### config.mk
export PLATFORM = sky130hd
export DESIGN_NAME = period_temperature_stats_core
export DESIGN_NICKNAME = d
export VERILOG_FILES = /design/src/sv/ptstat_pkg.sv /design/src/sv/period_temperature_stats_core.sv /design/src/sv/ptstat_ctrl.sv /design/src/sv/ptstat_datapath.sv
export SDC_FILE = /design/constraint.sdc
export NUM_CORES = 1
export LEC_CHECK = 0
export ABC_AREA = 1
export BUFFER_PORTS_ARGS = -buffer_cell sky130_fd_sc_hd__buf_4
export CAP_MARGIN = 20
export CORE_ASPECT_RATIO = 1.5
export CORE_MARGIN = 3
export CORE_UTILIZATION = 50
export DETAILED_ROUTE_END_ITERATION = 8
export GPL_ROUTABILITY_DRIVEN = 0
export PLACE_DENSITY = 0.7
export SYNTH_ARGS = -nofsm -noshare
export SYNTH_HDL_FRONTEND = slang
export SYNTH_HIERARCHICAL = 1
export SYNTH_SLANG_ARGS = --single-unit
### constraint.sdc
create_clock -name clk_i -period 9.7 [get_ports clk_i]
set_input_delay 1.455 -clock clk_i [delete_from_list [all_inputs] [get_ports clk_i]]
set_output_delay 1.455 -clock clk_i [all_outputs]
set_load 0.01 [all_outputs]
### src/sv/ptstat_pkg.sv
// Shared types and constants for the period temperature statistics block.
`timescale 1ns / 1ps

package ptstat_pkg;

  // Register indexes on the configuration port (byte address is four times the index).
  localparam logic [1:0] REG_FILTER_YEAR  = 2'd0;
  localparam logic [1:0] REG_FILTER_MONTH = 2'd1;
  localparam logic [1:0] REG_MONTHLY_MODE = 2'd2;

  // Reset values of the configuration registers.
  localparam logic [15:0] FILTER_YEAR_RST  = 16'd2025;
  localparam logic [3:0]  FILTER_MONTH_RST = 4'd1;

  // Limits of an 8-bit temperature, also the empty-set minimum and maximum.
  localparam logic signed [7:0] TEMP_MAX_C = 8'sd127;
  localparam logic signed [7:0] TEMP_MIN_C = -8'sd128;

  // The mean is given in hundredths of a degree.
  localparam int unsigned MEAN_SCALE = 100;

  // Largest possible mean magnitude in hundredths.
  localparam int unsigned MEAN_MAG_MAX = 12800;

  // Controller states.
  typedef enum logic [2:0] {
    ST_ACCUM,
    ST_SCALE,
    ST_DIV,
    ST_ROUND,
    ST_LOAD
  } ptstat_state_e;

  // Filter settings handed to the datapath.
  typedef struct packed {
    logic [15:0] year;
    logic [3:0]  month;
    logic        monthly;
  } ptstat_cfg_t;

  // Commands from the controller to the datapath.
  typedef struct packed {
    logic in_ready;
    logic scale;
    logic div_step;
    logic round;
    logic load;
  } ptstat_cmd_t;

  // Status from the datapath to the controller.
  typedef struct packed {
    logic last_req;
    logic snap_zero;
    logic div_done;
    logic out_free;
  } ptstat_status_t;

endpackage

### src/sv/period_temperature_stats_core.sv
// Top level of the period temperature statistics block: register file and instances.
//
// Usage: records enter on the s_axis channel, one request per item; tuser carries
// record_present and tlast marks the final record of a set. Matching records
// (year, and month in monthly mode) update a count, a sum, a minimum and a maximum.
// A request with tlast closes the set and yields one result on the m_axis channel:
// tuser is the no-data status, tdata the count, minimum, maximum and rounded mean.
// Records without tlast are taken one per cycle while tready is high. After a closing
// item tready stays low while the controller steps through its scale, divide, round
// and load states; the restoring divider works on a NumW-bit numerator (NumW =
// clog2(RECORD_CAPACITY + 1) + 14, so 25 with the default capacity) and yields one
// quotient bit per cycle. A set with no match skips the divider.
// If the receiver stalls, the result waits in the output register and records of
// the next set are still taken; the next closing item then holds in its final
// stage until the previous result has been taken.
// Reset clears the accumulators, drops m_axis_tvalid and restores the registers
// (filter_year 2025, filter_month 1, monthly_mode 0). The APB registers should be
// written only while the block is idle.
`timescale 1ns / 1ps

module period_temperature_stats_core
  import ptstat_pkg::*;
#(
  parameter int unsigned RECORD_CAPACITY = 1024,
  localparam int unsigned CntW = $clog2(RECORD_CAPACITY + 1),
  localparam int unsigned OutDataW = ((CntW + 31 + 7) / 8) * 8
) (
  input  logic                clk_i,
  input  logic                rst_ni,
  // Configuration port.
  input  logic                psel,
  input  logic                penable,
  input  logic                pwrite,
  input  logic [3:0]          paddr,
  input  logic [31:0]         pwdata,
  output logic [31:0]         prdata,
  output logic                pready,
  // Record channel.
  input  logic                s_axis_tvalid,
  output logic                s_axis_tready,
  // tdata, lowest bit up: rec_year[15:0], rec_month[19:16], rec_temp[27:20], zeros.
  input  logic [31:0]         s_axis_tdata,
  // tuser: record_present.
  input  logic                s_axis_tuser,
  input  logic                s_axis_tlast,
  // Result channel.
  output logic                m_axis_tvalid,
  input  logic                m_axis_tready,
  // tdata, lowest bit up: match_count, temp_min, temp_max, temp_mean, zeros.
  output logic [OutDataW-1:0] m_axis_tdata,
  // tuser: status.
  output logic                m_axis_tuser
);

  ptstat_cfg_t    cfg_q;
  ptstat_cmd_t    cmd;
  ptstat_status_t status;
  logic           cfg_wr;

  logic [CntW-1:0]      out_count;
  logic signed [7:0]    out_min;
  logic signed [7:0]    out_max;
  logic signed [14:0]   out_mean;

  // Configuration registers, written in the access phase.
  assign pready = 1'b1;
  assign cfg_wr = psel && penable && pwrite && pready;

  always_ff @(posedge clk_i or negedge rst_ni) begin
    if (!rst_ni) begin
      cfg_q.year    <= FILTER_YEAR_RST;
      cfg_q.month   <= FILTER_MONTH_RST;
      cfg_q.monthly <= 1'b0;
    end else if (cfg_wr) begin
      case (paddr[3:2])
        REG_FILTER_YEAR:  cfg_q.year    <= pwdata[15:0];
        REG_FILTER_MONTH: cfg_q.month   <= pwdata[3:0];
        REG_MONTHLY_MODE: cfg_q.monthly <= pwdata[0];
        default: ;
      endcase
    end
  end

  // Register read-back.
  always_comb begin
    case (paddr[3:2])
      REG_FILTER_YEAR:  prdata = {16'd0, cfg_q.year};
      REG_FILTER_MONTH: prdata = {28'd0, cfg_q.month};
      REG_MONTHLY_MODE: prdata = {31'd0, cfg_q.monthly};
      default:          prdata = '0;
    endcase
  end

  // Controller.
  ptstat_ctrl u_ctrl (
    .clk_i    (clk_i),
    .rst_ni   (rst_ni),
    .status_i (status),
    .cmd_o    (cmd)
  );

  // Datapath.
  ptstat_datapath #(
    .RECORD_CAPACITY (RECORD_CAPACITY)
  ) u_datapath (
    .clk_i        (clk_i),
    .rst_ni       (rst_ni),
    .cfg_i        (cfg_q),
    .cmd_i        (cmd),
    .status_o     (status),
    .in_valid_i   (s_axis_tvalid),
    .in_present_i (s_axis_tuser),
    .in_year_i    (s_axis_tdata[15:0]),
    .in_month_i   (s_axis_tdata[19:16]),
    .in_temp_i    ($signed(s_axis_tdata[27:20])),
    .in_last_i    (s_axis_tlast),
    .out_valid_o  (m_axis_tvalid),
    .out_ready_i  (m_axis_tready),
    .out_status_o (m_axis_tuser),
    .out_count_o  (out_count),
    .out_min_o    (out_min),
    .out_max_o    (out_max),
    .out_mean_o   (out_mean)
  );

  assign s_axis_tready = cmd.in_ready;

  // Result packing, zero-filled to whole bytes.
  assign m_axis_tdata = OutDataW'({out_mean, out_max, out_min, out_count});

endmodule

### src/sv/ptstat_ctrl.sv
// Controller state machine of the period temperature statistics block.
`timescale 1ns / 1ps

module ptstat_ctrl
  import ptstat_pkg::*;
(
  input  logic           clk_i,
  input  logic           rst_ni,
  input  ptstat_status_t status_i,
  output ptstat_cmd_t    cmd_o
);

  ptstat_state_e state_q, state_d;

  // State register.
  always_ff @(posedge clk_i or negedge rst_ni) begin
    if (!rst_ni) begin
      state_q <= ST_ACCUM;
    end else begin
      state_q <= state_d;
    end
  end

  // Next state: a closing request starts the mean calculation.
  always_comb begin
    state_d = state_q;
    case (state_q)
      ST_ACCUM: begin
        if (status_i.last_req) begin
          state_d = ST_SCALE;
        end
      end
      ST_SCALE: begin
        if (status_i.snap_zero) begin
          state_d = ST_LOAD;
        end else begin
          state_d = ST_DIV;
        end
      end
      ST_DIV: begin
        if (status_i.div_done) begin
          state_d = ST_ROUND;
        end
      end
      ST_ROUND: begin
        state_d = ST_LOAD;
      end
      ST_LOAD: begin
        if (status_i.out_free) begin
          state_d = ST_ACCUM;
        end
      end
      default: begin
        state_d = ST_ACCUM;
      end
    endcase
  end

  // Command outputs decoded from the current state; the load also waits for out_free.
  always_comb begin
    cmd_o = '0;
    case (state_q)
      ST_ACCUM: cmd_o.in_ready = 1'b1;
      ST_SCALE: cmd_o.scale    = 1'b1;
      ST_DIV:   cmd_o.div_step = 1'b1;
      ST_ROUND: cmd_o.round    = 1'b1;
      ST_LOAD:  cmd_o.load     = status_i.out_free;
      default:  cmd_o = '0;
    endcase
  end

endmodule

### src/sv/ptstat_datapath.sv
// Datapath: filter, accumulators, mean divider and result register.
`timescale 1ns / 1ps

module ptstat_datapath
  import ptstat_pkg::*;
#(
  parameter int unsigned RECORD_CAPACITY = 1024,
  localparam int unsigned CntW = $clog2(RECORD_CAPACITY + 1)
) (
  input  logic                   clk_i,
  input  logic                   rst_ni,
  input  ptstat_cfg_t            cfg_i,
  input  ptstat_cmd_t            cmd_i,
  output ptstat_status_t         status_o,
  input  logic                   in_valid_i,
  input  logic                   in_present_i,
  input  logic [15:0]            in_year_i,
  input  logic [3:0]             in_month_i,
  input  logic signed [7:0]      in_temp_i,
  input  logic                   in_last_i,
  output logic                   out_valid_o,
  input  logic                   out_ready_i,
  output logic                   out_status_o,
  output logic [CntW-1:0]        out_count_o,
  output logic signed [7:0]      out_min_o,
  output logic signed [7:0]      out_max_o,
  output logic signed [14:0]     out_mean_o
);

  // Sum needs the eight bits of a temperature plus the count bits; the magnitude drops the sign.
  localparam int unsigned SumW = CntW + 8;
  localparam int unsigned MagW = SumW - 1;
  localparam int unsigned NumW = MagW + 7;
  localparam int unsigned IterW = $clog2(NumW);

  logic [CntW-1:0]          cnt_q;
  logic signed [SumW-1:0]   sum_q;
  logic signed [7:0]        min_q;
  logic signed [7:0]        max_q;

  logic [CntW-1:0]          cnt_n;
  logic signed [SumW-1:0]   sum_n;
  logic signed [7:0]        min_n;
  logic signed [7:0]        max_n;
  logic                     accept;
  logic                     hit;

  logic [CntW-1:0]          s_cnt_q;
  logic signed [7:0]        s_min_q;
  logic signed [7:0]        s_max_q;
  logic                     s_neg_q;
  logic [MagW-1:0]          s_mag_q;
  logic [SumW-1:0]          sum_abs;

  logic [NumW-1:0]          num_q;
  logic [CntW-1:0]          rem_q;
  logic [IterW-1:0]         iter_q;
  logic [CntW:0]            rem_sh;
  logic [CntW:0]            rem_diff;
  logic                     q_bit;

  logic [CntW:0]            twice;
  logic                     round_up;
  logic [14:0]              q_rnd;
  logic signed [14:0]       mean_q;

  logic                     out_valid_q;

  // Filter test and the accumulator values after this request.
  always_comb begin
    accept = in_valid_i && cmd_i.in_ready;
    hit = in_present_i && (in_year_i == cfg_i.year) &&
          (!cfg_i.monthly || (in_month_i == cfg_i.month)) &&
          (cnt_q < CntW'(RECORD_CAPACITY));
    cnt_n = cnt_q;
    sum_n = sum_q;
    min_n = min_q;
    max_n = max_q;
    if (hit) begin
      cnt_n = cnt_q + CntW'(1);
      sum_n = sum_q + SumW'(in_temp_i);
      if (in_temp_i < min_q) begin
        min_n = in_temp_i;
      end
      if (in_temp_i > max_q) begin
        max_n = in_temp_i;
      end
    end
    sum_abs = (sum_n < 0) ? SumW'(-sum_n) : SumW'(sum_n);
  end

  // Accumulators clear when a set closes.
  always_ff @(posedge clk_i or negedge rst_ni) begin
    if (!rst_ni) begin
      cnt_q <= '0;
      sum_q <= '0;
      min_q <= TEMP_MAX_C;
      max_q <= TEMP_MIN_C;
    end else if (accept) begin
      if (in_last_i) begin
        cnt_q <= '0;
        sum_q <= '0;
        min_q <= TEMP_MAX_C;
        max_q <= TEMP_MIN_C;
      end else begin
        cnt_q <= cnt_n;
        sum_q <= sum_n;
        min_q <= min_n;
        max_q <= max_n;
      end
    end
  end

  // Snapshot of the closed set for the mean calculation.
  always_ff @(posedge clk_i) begin
    if (accept && in_last_i) begin
      s_cnt_q <= cnt_n;
      s_min_q <= min_n;
      s_max_q <= max_n;
      s_neg_q <= (sum_n < 0);
      s_mag_q <= sum_abs[MagW-1:0];
    end
  end

  // One restoring division step per cycle: a quotient bit shifts in as a numerator bit leaves.
  always_comb begin
    rem_sh   = {rem_q, num_q[NumW-1]};
    rem_diff = rem_sh - {1'b0, s_cnt_q};
    q_bit    = (rem_sh >= {1'b0, s_cnt_q});
  end

  always_ff @(posedge clk_i) begin
    if (cmd_i.scale) begin
      num_q  <= NumW'(s_mag_q) * NumW'(MEAN_SCALE);
      rem_q  <= '0;
      iter_q <= IterW'(NumW - 1);
    end else if (cmd_i.div_step) begin
      num_q  <= {num_q[NumW-2:0], q_bit};
      rem_q  <= q_bit ? rem_diff[CntW-1:0] : rem_sh[CntW-1:0];
      iter_q <= iter_q - IterW'(1);
    end
  end

  // Round to nearest, ties to even, then restore the sign.
  always_comb begin
    twice    = {rem_q, 1'b0};
    round_up = (twice > {1'b0, s_cnt_q}) || ((twice == {1'b0, s_cnt_q}) && num_q[0]);
    q_rnd    = {1'b0, num_q[13:0]} + {14'd0, round_up};
  end

  always_ff @(posedge clk_i) begin
    if (cmd_i.round) begin
      mean_q <= s_neg_q ? $signed(~q_rnd + 15'd1) : $signed(q_rnd);
    end
  end

  // Result register; it holds until the receiver takes it.
  always_ff @(posedge clk_i or negedge rst_ni) begin
    if (!rst_ni) begin
      out_valid_q <= 1'b0;
    end else if (cmd_i.load) begin
      out_valid_q <= 1'b1;
    end else if (out_ready_i) begin
      out_valid_q <= 1'b0;
    end
  end

  always_ff @(posedge clk_i) begin
    if (cmd_i.load) begin
      out_status_o <= (s_cnt_q == '0);
      out_count_o  <= s_cnt_q;
      out_min_o    <= s_min_q;
      out_max_o    <= s_max_q;
      out_mean_o   <= (s_cnt_q == '0) ? 15'sd0 : mean_q;
    end
  end

  assign out_valid_o = out_valid_q;

  // Status back to the controller.
  always_comb begin
    status_o.last_req  = accept && in_last_i;
    status_o.snap_zero = (s_cnt_q == '0);
    status_o.div_done  = (iter_q == '0);
    status_o.out_free  = !out_valid_q || out_ready_i;
  end

  // The count never passes the capacity.
  a_cnt_cap : assert property (@(posedge clk_i) disable iff (!rst_ni)
    cnt_q <= CntW'(RECORD_CAPACITY))
    else $error("match count beyond capacity");

  // A closing request leaves the accumulators cleared.
  a_clear : assert property (@(posedge clk_i) disable iff (!rst_ni)
    (accept && in_last_i) |=> (cnt_q == '0) && (sum_q == '0) &&
    (min_q == TEMP_MAX_C) && (max_q == TEMP_MIN_C))
    else $error("accumulators not cleared after a closing request");

  // A loaded result is offered in the next cycle.
  a_load_valid : assert property (@(posedge clk_i) disable iff (!rst_ni)
    cmd_i.load |=> out_valid_q)
    else $error("loaded result not offered");

  // A load never overwrites a result that is still waiting.
  a_no_overwrite : assert property (@(posedge clk_i) disable iff (!rst_ni)
    cmd_i.load |-> (!out_valid_q || out_ready_i))
    else $error("result overwritten before it was taken");

  // The rounded quotient stays within the range of the mean.
  a_mean_range : assert property (@(posedge clk_i) disable iff (!rst_ni)
    cmd_i.round |-> (q_rnd <= 15'(MEAN_MAG_MAX)))
    else $error("mean magnitude out of range");

endmodule
==> results of run 1 <==
worst max-delay path, stage by stage:
cell     delay, ns
buf_4         0.11
ha_1          0.20
inv_1         0.07
fa_1          0.39
inv_1         0.13
nand3_1       0.14
nand3_1       0.16
nand2_1       0.10
nand3_1       0.08
nand2_1       0.05
nand3_1       0.12
xor2_2        0.76
inv_1         0.33
nor2_1        0.21
xor2_1        0.08
through the flow:
| step | total power [mW] | util [%] |
|---|---|---|
| 2_1_floorplan | 2.986 | - |
| 3_3_place_gp | 3.410 | 55.30 |
| 3_5_place_dp | 3.481 | 55.40 |
| 4_1_cts | 4.385 | 58.06 |
| 5_1_grt | 4.750 | 58.06 |
| 6_report | 4.365 | 58.06 |
synthesized netlist by cell type (3+ instances only):
master / number / area, um2
nand2_1: 470 / 1764
inv_1: 355 / 1333
edfxtp_1: 127 / 3814
nor2_1: 120 / 450.4
ha_1: 108 / 1351
o21ai_0: 87 / 435.4
nand3_1: 69 / 345.3
a21oi_1: 67 / 335.3
dfrtp_1: 54 / 1351
xor2_1: 43 / 376.6
o22ai_1: 30 / 187.7
buf_4: 24 / 180.2
nand4_1: 22 / 137.6
xnor2_1: 22 / 192.7
dfxtp_1: 18 / 360.4
clkbuf_1: 17 / 63.81
dfstp_2: 17 / 446.7
fa_1: 15 / 300.3
nor3_1: 15 / 75.07
nand2_2: 13 / 81.33
o21ai_1: 9 / 45.04
a22oi_1: 7 / 52.55
nand3b_1: 7 / 52.55
and2_1: 6 / 37.54
nand2_4: 6 / 67.56
nor2_4: 6 / 67.56
nor2_2: 5 / 31.28
a22o_1: 4 / 35.03
buf_2: 4 / 20.02
a21boi_0: 3 / 22.52
a31oi_1: 3 / 18.77
buf_6: 3 / 33.78
inv_2: 3 / 11.26
nand3_2: 3 / 30.03
nor4_1: 3 / 18.77
o21ai_2: 3 / 26.28
o21bai_1: 3 / 22.52
or2_2: 3 / 18.77
where the power goes:
| group | internal (mW) | switching [mW] |
|---|---|---|
| Sequential | 1.29 | 0.138 |
| Clock | 0.510 | 0.373 |
| Combinational | 0.740 | 1.31 |
| Total | 2.54 | 1.82 |
state kept, by name, indices dropped and copies added, names as in the netlist, 3 cells and up:
signal	cells
cfg_q	21
u_ctrl/state_q	3
u_datapath/cnt_q	11
u_datapath/iter_q	5
u_datapath/max_q	8
u_datapath/mean_q	15
u_datapath/min_q	8
u_datapath/num_q	25
u_datapath/out_count_o	11
u_datapath/out_max_o	8
u_datapath/out_mean_o	15
u_datapath/out_min_o	8
u_datapath/rem_q	11
u_datapath/s_cnt_q	11
u_datapath/s_mag_q	18
u_datapath/s_max_q	8
u_datapath/s_min_q	8
u_datapath/sum_q	19
worst paths after layout:
kind / slack [ns] / start / end
min: 0.41 / u_datapath/s_max_q[6] / u_datapath/out_max_o[6]
max in group asynchronous: 8.00 / rst_ni / u_datapath/max_q[1]
max: 5.58 / s_axis_tdata[20] / u_datapath/s_mag_q[2]
min reg2reg: 0.41 / u_datapath/s_max_q[6] / u_datapath/out_max_o[6]
min in group asynchronous: 1.05 / rst_ni / cfg_q[17]
max reg2reg: 5.61 / u_datapath/s_cnt_q[8] / u_datapath/mean_q[13]
layer usage:
layer	vias to the layer above	track usage (%)	routed length [um]	share of wire [%]
li1	5940	-	-	-
met2	278	39.33	17180	55
met3	69	3.146	1462	4.7
met1	5342	21.46	11680	37
met5	-	0	0	0
met4	0	7.685	1083	3.4
final cells by class:
| class | count | area share (%) |
|---|---|---|
| Sequential cell | 216 | 36.41 |
| Multi-Input combinational cell | 1193 | 42.04 |
| Clock inverter | 12 | 0.8010 |
| Timing Repair Buffer | 124 | 5.798 |
| Tap cell | 385 | 2.937 |
| Inverter | 359 | 8.216 |
| Clock buffer | 30 | 3.792 |
cell families after synthesis:
group / Yosys count / share of synthesized area [%]
other: 2 / 0.05206
AOI/OAI and AO/OA: 227 / 8.838
DFF: 216 / 41.40
xor gates and xnor gates: 67 / 4.172
adders and majority gates: 123 / 11.45
buffers and inverters: 409 / 11.54
and+or+nand+nor: 753 / 22.56
cells in the final DEF, fill, tap and decap left out, types with 7 or more instances in the layout:
cell type  instances
nand2_1          470
inv_1            355
edfxtp_1         127
buf_4            123
nor2_1           118
ha_1             108
o21ai_0           87
nand3_1           69
a21oi_1           67
dfrtp_1           54
xor2_1            43
o22ai_1           30
conb_1            23
clkbuf_16         23
xnor2_1           22
nand4_1           22
dfxtp_1           18
dfstp_2           17
fa_1              15
nor3_1            14
nand2_2           13
o21ai_1            9
nor2_4             8
nand3b_1           7
a22oi_1            7
==> metrics.yaml, run 1 <==
overflow: 0
fmax_ghz: 0.2429
nFillCells: 2598
worstSetupStartpointType: "input port"
slew_violations: 0
numPortBuffers: 115
antenna_left: 0
grt_start_max_net_pins: 72
multi_input_area_mm2: 0.006895
slew_headroom_pct: 35.57
drc: 0
holdWs_ns: 0.4143
syn_area_mm2: 0.01443
whs_path_depth: 0
syn-instance-count: 1797
hold_viol_final: 0
cts_buffers: 23
critPathKind: "in -> reg"
place_area_mm2: 0.01565
cp.arrival_ns: 4.40
synth_cell_types: 56
synth-seq-area-share_pct: 41.40
drt-pass1-iter-count: 7
cts_tree: "built"
grt_first_pass_wirelength_mm: 52.34
hp-class: "reg -> reg"
power_density_mw_per_mm2: 266.1
drive_above_1_share_pct: 11.79
die_w_um: 144.7
routed_wl_mm: 31.41
drt_iter0_markers: 635
cts_setup_buffers: 0
cts.sinks: 216
via_per_inst: 5.015
peakVddDrop_mv: 0.1202
worst_pin_slew_ns: 0.9665
rsz0062_at_grt: "no"
io-pin-count: 161
synthToLayoutAreaGrowth_pct: 13.69
static-leakage-power_nw: 8.390
grt.total_usage_pct: 20.36
fin_nets: 2117
drv_cap: 0
routedWlPerCell_um: 13.54
period_share_pct: 42.44
clockBufferDepth: 3
vias: 11630
finalNonFillerCells: 2319
timing.setup.tns_ns: 0
yosys_most_used_dff: "edfxtp_1"
grt_pass1_vias: 11660
worstPathMaxFanout: 22
synth-seq-cells: 216
clk_pin_slew_ns: 0.06
antenna_found_initial: 0
finClkSkew_ns: 0.02097
yosys_warnings: 6
h-tree-depth: 1
period_needed_ns: 4.117
die-area_mm2: 0.03097
pre_cts_slack_ns: 5.057
synth_edf_count: 127
fin_ws_ns: 5.583
die_h_um: 214.0
synth.avg_cell_area_um2: 8.028
clock_latency_ns: 0.54
cts-root-buf: "clkbuf_16"
required_ns: 9.98
status: "finished clean"
core_area_mm2: 0.02825
antenna-diode-count: 0
start_util_pct: 51.07
regArea_mm2: 0.005972
finalSetupViolations: 0
end_kind: "flop"
ctsResizeCount: 0
async_reset_ff_share_pct: 32.87
dp.cells: 2277
dp_hpwl_mm: 24.35
r2r_cells: 23
hold_buffers: 0
design_area_mm2: 0.01640
core.rowCount: 75
Power figures use the tool's default switching activity.
==> inputs of run 2 (changes only) <==
- ABC_AREA: 1 -> 0
- PLACE_DENSITY: 0.7 -> 0.73
- clock period: 9.7 -> 3.6 ns (I/O delays scaled with it)
==> metrics.yaml, run 2 <==
numPortBuffers: 115  # unchanged
antenna-diode-count: 0  # unchanged
synth.avg_cell_area_um2: 10.18  # +27%
async_reset_ff_share_pct: 32.87  # unchanged
end_kind: "flop"
nFillCells: 2038  # -22%
synthToLayoutAreaGrowth_pct: 26.17
synth_commonest_cells: "edfxtp_1 (127), inv_1 (116), nand2_1 (113)"
synth_cell_types: 83  # +48%
synth_top_family_by_area: "simple AND/OR/NAND/NOR gates"
worstSetupStartpointType: "flop"
finClkSkew_ns: 0.01365  # -0.007322 ns
rrSetupSlack_ns: -0.18  # -5.79 ns
clockBufferDepth: 3  # unchanged
regArea_mm2: 0.005972  # unchanged
critPathKind: "reg -> reg"
status: "finished with violations"
hold_viol_final: 0  # unchanged
synth-seq-area-share_pct: 43.43  # +2.0 points
grt.total_usage_pct: 21.20  # +0.84 points
die_h_um: 209.1  # -2.3%
period_share_pct: 104.9
synth_most_common_cell: "edfxtp_1"
regMostFlops: "u_datapath/num_q"
failed_checks: "setup timing"
p_sw_share_pct: 37.75  # -4.0 points
p_clk_share_pct: 18.3  # -1.9 points
start_util_pct: 51.38  # +0.30 points
antenna_left: 0  # unchanged
synth_fa_ha_area_share_pct: 12.01  # +0.56 points
final_cell_mix: "buf_4 (275), edfxtp_1 (127), nand2_1 (111), inv_1 (107), ha_1 (88)"
period_needed_ns: 3.777
seqPwrFrac_pct: 30.6  # -2.2 points
grt_start_max_net_pins: 56  # -22%
synth_simple_gate_area_share_pct: 14.18  # -8.4 points
timing.setup.tns_ns: -0.7036  # -0.7036 ns
reg.largest.list: "u_datapath/num_q x25, cfg_q x21, u_datapath/sum_q x19"
syn-instance-count: 1351  # -25%
peakVddDrop_mv: 0.5646  # +370%
clock_latency_ns: 0.52  # -0.02 ns
combPwrFrac_pct: 51.1  # +4.1 points
internal-power_mw: 7.931  # +210%
worst_pin_slew_ns: 0.9815  # +0.01505 ns
synth_edf_count: 127  # unchanged
synth_top_cell_by_area: "edfxtp_1"
fin_ws_ns: -0.1775  # -5.760 ns
power_density_mw_per_mm2: 734.5  # +180%
netlist.area_leader.share_pct: 27.74  # +1.3 points
cts.sinks: 216  # unchanged
largest_register_ffs: 25  # unchanged
die-area_mm2: 0.02957  # -4.5%
drc: 0  # unchanged
synth_compound_area_share_pct: 13.41  # +4.6 points
final_common_cell: "buf_4"
slew_violations: 0  # unchanged
synth_xor_area_share_pct: 6.497  # +2.3 points
fin_nets: 1813  # -14%
h-tree-depth: 1  # unchanged
r2r_cells: 15  # -35%
p_sw_mw: 4.810  # +160%
hp-class: "in -> async"
drv_cap: 0  # unchanged
yosys_warnings: 6  # unchanged
grt_first_pass_wirelength_mm: 52.36  # about the same
synth.area.mux_share_pct: 4.495  # +4.5 points
vias: 10860  # -6.6%
synthTopCellsByArea: "edfxtp_1 (28%), dfrtp_1 (9.8%), ha_1 (9.8%)"
hold_buffers: 0  # unchanged
overflow: 0  # unchanged
cts-root-buf: "clkbuf_16"
cts_buffers: 22  # -4.3%
via_per_inst: 5.525  # +10%
core.rowCount: 73  # -2.7%
die_w_um: 141.4  # -2.3%
cp.arrival_ns: 4.04  # -0.36 ns
core_area_mm2: 0.02676  # -5.3%
static-leakage-power_nw: 7.442  # -11%
drive_above_1_share_pct: 28.85  # +17 points
antenna_found_initial: 0  # unchanged
routed_wl_mm: 32.52  # +3.5%
fmax_ghz: 0.2647
synth-seq-cells: 216  # unchanged
multi_input_area_mm2: 0.007630  # +11%
worstPathMaxFanout: 3  # -86%
dp.cells: 1889  # -17%
io-pin-count: 161  # unchanged
clk_pin_slew_ns: 0.06  # about the same
yosys_most_used_dff: "edfxtp_1"
grt_pass1_vias: 11100  # -4.8%
dp_hpwl_mm: 22.75  # -6.6%
rsz0062_at_grt: "yes"
finalSetupViolations: 6  # +6
required_ns: 3.87  # -6.11 ns
cts_tree: "built"
drt-pass1-iter-count: 5  # -2
slew_headroom_pct: 34.35  # -1.2 points
drt_iter0_markers: 644  # +1.4%
syn_area_mm2: 0.01375  # -4.7%
finalNonFillerCells: 1966  # -15%
routedWlPerCell_um: 16.54  # +22%
-- run 2: layout make-up --
cell class                 instances  share of cell area (%)
timing repair buffer             282                   12.41
inverter                         117                   2.546
tap                              337                   2.431
clock buffer                      27                   3.282
clock inverter                    13                  0.9304
multi-input combinational        974                   43.98
sequential                       216                   34.42
-- run 2: per-stage QoR --
stage / hold slack [ns] / util, % / worst slack [ns] / total power, mW / area [um2]
5_1_grt: 0.1325 / 64.82 / -0.2941 / 13.63 / 17350
4_1_cts: 0.1066 / 63.49 / -0.2004 / 12.20 / 16990
6_report: 0.07582 / 64.82 / -0.1775 / 12.74 / 17350
3_5_place_dp: 0.4045 / 58.99 / -0.3107 / 9.288 / 15790
2_1_floorplan: 0.2444 / - / -0.1292 / 7.542 / 13900
3_3_place_gp: 0.4048 / 58.99 / -0.3119 / 9.086 / 15790
-- run 2: cell families (layout without fill, tap and decap cells) --
logic type,count (synthesis),count (layout)
buf+inv,182,439
fa+ha+maj,123,123
other cells,2,23
xor+xnor,102,102
mux,54,54
flops,216,216
simple gates,387,387
compound gates,285,285
-- run 2: what timing repair did --
item | in CTS | in global routing
setup endpoints to repair | 12 | 20
buffers inserted | 26 | 15
gates resized for setup | 55 | 55
pin swaps | 36 | 46
hold endpoints to repair | 0 | 0
-- run 2: critical path, cell delays in order (launching register included) --
cell and delay (ns):
edfxtp_1 0.47, ha_4 0.29, ha_4 0.26, inv_2 0.03, fa_1 0.51, inv_2 0.06
ha_4 0.21, a21o_1 0.16, a21o_1 0.19, a21o_1 0.22, a211oi_4 0.27, o41ai_4 0.11
a21oi_2 0.15, nor2b_1 0.06, or3_1 0.30, a32o_1 0.25
-- run 2: layer usage --
metal	global-route usage, %	vias up	wire length (um)
met1	23.20	5212	12300
met4	8.311	0	1110
met2	40.50	275	17760
met5	0	-	0
met3	3.045	83	1349
li1	-	5293	-
-- run 2: path summary, 6_finish.rpt --
check	from	end
worst max-delay path	u_datapath/s_mag_q[7]	u_datapath/num_q[21]
worst min-delay path	rst_ni	cfg_q[6]
worst max register to register	u_datapath/s_mag_q[7]	u_datapath/num_q[21]
worst min register to register	u_datapath/s_min_q[1]	u_datapath/out_min_o[1]
max in group asynchronous	rst_ni	u_datapath/sum_q[18]
min in group clk_i	pwdata[5]	cfg_q[10]
-- run 2: power by group through the flow --
stage          combinational, mW  clock [mW]  sequential [mW]
3_3_place_gp                5.21           0             3.87
4_1_cts                     5.94        2.38             3.88
6_report                    6.52        2.33             3.90
2_1_floorplan               3.76           0             3.78
5_1_grt                     7.20        2.46             3.97
3_5_place_dp                5.39           0             3.90
